`config.mk`:
```
export PLATFORM = sky130hd
export DESIGN_NAME = bdp_ram
export DESIGN_NICKNAME = d
export VERILOG_FILES = /design/src/rtl/bdp_ram.sv
export SDC_FILE = /design/constraint.sdc
export NUM_CORES = 2
export LEC_CHECK = 0
export BUFFER_PORTS_ARGS = -buffer_cell sky130_fd_sc_hd__buf_4
export CAP_MARGIN = 20
export CORE_MARGIN = 2
export CORE_UTILIZATION = 40
export CTS_BUF_LIST = sky130_fd_sc_hd__clkbuf_2 sky130_fd_sc_hd__clkbuf_4 sky130_fd_sc_hd__clkbuf_8
export DETAILED_ROUTE_END_ITERATION = 16
export PLACE_DENSITY = 0.51
export SKIP_CTS_REPAIR_TIMING = 1
export SLEW_MARGIN = 0
export SYNTH_ARGS = -nofsm -noshare
export SYNTH_HDL_FRONTEND = slang
export SYNTH_SLANG_ARGS = --single-unit
```
`constraint.sdc`:
```
create_clock -name clock -period 4.4 [get_ports clock]
set_clock_uncertainty 0.15 [all_clocks]
set_input_delay 0.66 -clock clock [delete_from_list [all_inputs] [get_ports clock]]
set_output_delay 0.66 -clock clock [all_outputs]
set_load 0.1 [all_outputs]
```
`src/rtl/bdp_ram.sv`:
```
module bdp_ram #(
   parameter int WIDTH = 2,
   parameter int DEPTH = 2048,
   parameter int AW    = $clog2(DEPTH)
) (
   input  logic             clock,
   input  logic             we,
   input  logic [AW-1:0]    waddr,
   input  logic [WIDTH-1:0] wdata,
   input  logic             re,
   input  logic [AW-1:0]    raddr,
   output logic [WIDTH-1:0] rdata
);

   logic [WIDTH-1:0] mem [DEPTH];
   logic [WIDTH-1:0] rdata_ff;

   always_ff @(posedge clock) begin
      if (we) begin
         mem[waddr] <= wdata;
      end
   end

   // read data holds until the next read
   always_ff @(posedge clock) begin
      if (re) begin
         rdata_ff <= mem[raddr];
      end
   end

   assign rdata = rdata_ff;

endmodule

```
After elaboration in Yosys (flattened, before gate mapping)
Memory sizes are Yosys's and may differ from the RTL's. A register that Yosys moved wholly into a read port is not among the register bits.
Index checks and enable logic that the tools add are counted.
Widths: inputs -> output; s select.
{ "classes": {"add_sub_neg": 0, "mul": 0, "div_mod_pow": 0, "order_cmp": 0, "eq_ne": 0, "shift": 0, "n_mux": 2, "n_bitwise": 0, "n_reduce_logical": 0} }
{ "op_table": {"columns": ["op", "count"], "rows": [
  ["$mux 1", 2]
]} }
{ "totals": {"regBits": 0, "latchBits": 0, "mem_bits_rw": 4096, "rom_bits": 0, "in_bits": 27, "wordCells": 3, "n_memories": 1} }
{ "mem_list": {"columns": ["memory", "words", "word_bits", "rd", "rd_ports_with_merged_regs", "wr", "line", "source"], "rows": [
  ["mem", 2048, 2, 1, 1, 1, "15", "logic [WIDTH-1:0] mem [DEPTH];"]
]} }

Logic depth before layout (Yosys ltp)
{ "depth": {"depth_word": 2, "ltp_mapped": 16, "mapped_depth_nobuf": 9} }

Least setup slack after synthesis
Ideal clock, no wire load.
{ "synth_path": {"kind": "input to register", "startpoint": "input raddr[1]", "endpoint": "register rdata_ff[0], in the netlist rdata[0] (read register of mem) (data pin)", "arrival_ns": 2.875, "required_time_ns": 3.985, "setup_slack_ns": 1.109, "cell_stages": 11, "path_buffers": 4, "cell_sequence": "buf_6 -> buf_4 -> buf_2 -> clkbuf_1 -> mux4_2 -> mux4_2 -> mux2i_1 -> a21oi_1 -> nand4_1 -> o41ai_1 -> or3_1"} }
{ "synth_lines": {"columns": ["item", "line", "source"], "rows": [
  ["start, declared", "11", "input logic [AW-1:0] raddr,"],
  ["end, declared", "16", "logic [WIDTH-1:0] rdata_ff;"]
]} }

==> flow_summary.toml <==
[synth]
ys_top_cells_by_count = "edfxtp_1 (4098), nor2_1 (2181), mux2i_1 (798)"
synth_edf_count = 4098
ys.flop_type = "edfxtp_1"
synthDistinctLibCells = 80
synthTopCellsByArea = "edfxtp_1 (73%), mux4_2 (8.2%), nor2_1 (4.8%)"
yosysMostFrequentCell = "edfxtp_1"
synth_top_area_frac = 0.729
ys_warn_count = 0
synth-seq-cells = 4098
syn_nets = 10200
synth_top_area_cell = "edfxtp_1"
synth.avg_cell_area_um2 = 16.6
async_reset_ff_frac = 0
syn-cell-area_um2 = 169000
synthCells = 10200
ys_seq_area_frac = 0.729

[critical_path]
timing_worst_setup_path_type = "in -> reg"
worst-path-max-fanout = 37
crit_arrival_ns = 4.87
worstSetupEndpointType = "register"
crit_start = "raddr[0]"
crit_required_ns = 5.30
crit_path_start_kind = "input port"
reg2reg_from = "mem[1261][0]"

[placed_design]
dpl_cell_area_um2 = 180000
pre_cts_slack_ns = -0.773
place.detailed.hpwl_um = 342000
dp_cells = 15800
portBuffers = 28
gp_congestion = 0.854

[routing]
drt_first_iter_violations = 12800
finalWirelength_um = 559000
vias = 100000
vias_per_cell = 5.88
ant_nets = 0
wl_per_cell_um = 32.8
drt_pass1_iterations = 5
drc = 0

[layout]
areaGrowthSynthToFinish_pct = 14.6
nFillCells = 36500
instances_no_fill = 17000
final_area_um2 = 193000
finalNetCount = 10900
layout-drive-gt1-share = 0.229

[grt]
grt_pass1_wl_um = 779000
grt_pass1_vias = 103000
grt.total_usage = 0.258
grt_max_degree = 184
antenna_found_initial = 62
overflow = 0

[timing]
max_freq_mhz = 252
drv_slew = 0
rsz0062_at_grt = "no"
hold_viol = 0
worst_pin_slew_ns = 1.26
min_period_ns = 3.97
setup_viol = 0
relSlewSlack = 0.161
post-route-period-util = 0.903
setup_slack_ns = 0.426

[die]
core_area_um2 = 420000
row_count = 238
fp.dieH_um = 654
die_area_um2 = 427000
start_util = 0.402
die_w_um = 654
ios = 29

[pwr]
power_leakage_uw = 0.0611
p_total_uw = 80400
powerDensity_nw_per_um2 = 416
peakVddDrop_mv = 0.281

[clock_network]
cts_buffer_depth = 4
path_clk_slew_ns = 0.06
clk_latency_ns = 1.25
cts.sinks = 4098
htree_levels = 6
cts_tree = "built"
cts_root_buf = "clkbuf_8"
numCtsBuffers = 685

[min_path]
holdCritPathClass = "in -> reg"
worstHoldStart = "waddr[6]"

[run]
maxCapViolCount = 0

[run_status]
status = "finished, final reports clean"
-- critical path, cell delays in order --
cell      delay (ns)
buf_16          0.27
buf_12          0.34
buf_4           0.28
mux2i_1         0.12
o221ai_1        0.84
a21oi_1         0.12
o21ai_0         0.41
nand3_1         0.26
nor2_1          0.39
nand3_1         0.30
buf_12          0.23
or3_1           0.37
nand4_1         0.09
-- where the power goes --
part,internal (uW),switching [uW]
clock,17200,15600
sequential,43000,16.1
combinational,1520,2980
-- routing by layer --
layer | wire (um) | global-route usage | vias up
met4 | 19600 | 0.0860 | 18
li1 | - | - | 41300
met1 | 227000 | 0.358 | 52900
met5 | 125 | 0 | -
met3 | 48900 | 0.0445 | 988
met2 | 263000 | 0.413 | 5023
-- registers in the layout, indices dropped and copies added, names as in the netlist --
signal  cells
rdata       2
mem      4096
-- final timing paths --
path / endpoint / slack, ns / cells past startpoint
hold reg to reg: rdata[1] / 1.30 / 6
setup reg to reg: rdata[0] / 0.58 / 8
setup / recovery: rdata[1] / 0.43 / 13
hold / removal: mem[645][0] / 0.22 / 4
-- logic make-up (layout without fill, tap and decap cells) --
group,count (synthesis),in the layout,share of synthesized area
flops,4098,4098,0.729
simple gates,2850,2850,0.0687
mux,1459,1459,0.135
compound gates,910,910,0.0378
buf+inv,857,2081,0.0300
other cells,0,10,0
-- through the flow --
stage | hold WS [ns] | TNS, ns | utilization
6_report | 0.218 | 0 | 0.460
5_1_grt | 0.201 | 0 | 0.460
4_1_cts | -0.424 | 0 | 0.460
3_5_place_dp | 0.890 | -1.52 | 0.429
3_3_place_gp | 0.897 | -2.14 | 0.428
2_1_floorplan | 0.609 | 0 | -
-- placed cells by master, fill, tap and decap left out, types with 11 or more instances in the layout --
cell,Yosys,routed
mux4_2,612,612
clkinv_1,2,177
nand3_4,0,32
or3_1,11,11
o31ai_1,15,15
o22ai_1,178,178
and3_1,11,11
inv_8,0,15
a31oi_1,19,19
and2_1,19,19
mux2i_1,798,798
o21ai_0,123,123
clkbuf_4,9,203
mux4_1,26,26
clkinvlp_4,0,12
edfxtp_1,4098,4098
inv_6,0,11
o221ai_1,251,251
a21oi_1,149,149
buf_12,15,176
nand4_1,26,26
a2111oi_0,25,24
buf_4,27,666
bufinv_16,0,13
nand2_1,228,227
nor3_1,163,153
nor4_1,61,60
mux2_2,22,22
or4_1,11,11
nor2_1,2181,2178
a211oi_1,63,63
clkbuf_8,9,697
nand3_1,81,48
clkinv_2,0,78
-- layout make-up --
class	count	area, um2	share of cell area
diodes	10	25.0	0.000129
clock buffers	900	11100	0.0575
clock inverters	312	1920	0.00994
inverters	4	27.5	0.000142
multi-input cells	5219	41300	0.213
flip-flops and latches	4098	123000	0.636
well taps	5640	7060	0.0365
repair buffers	865	8900	0.0460
No activity file was read; power rests on OpenSTA's default activity.
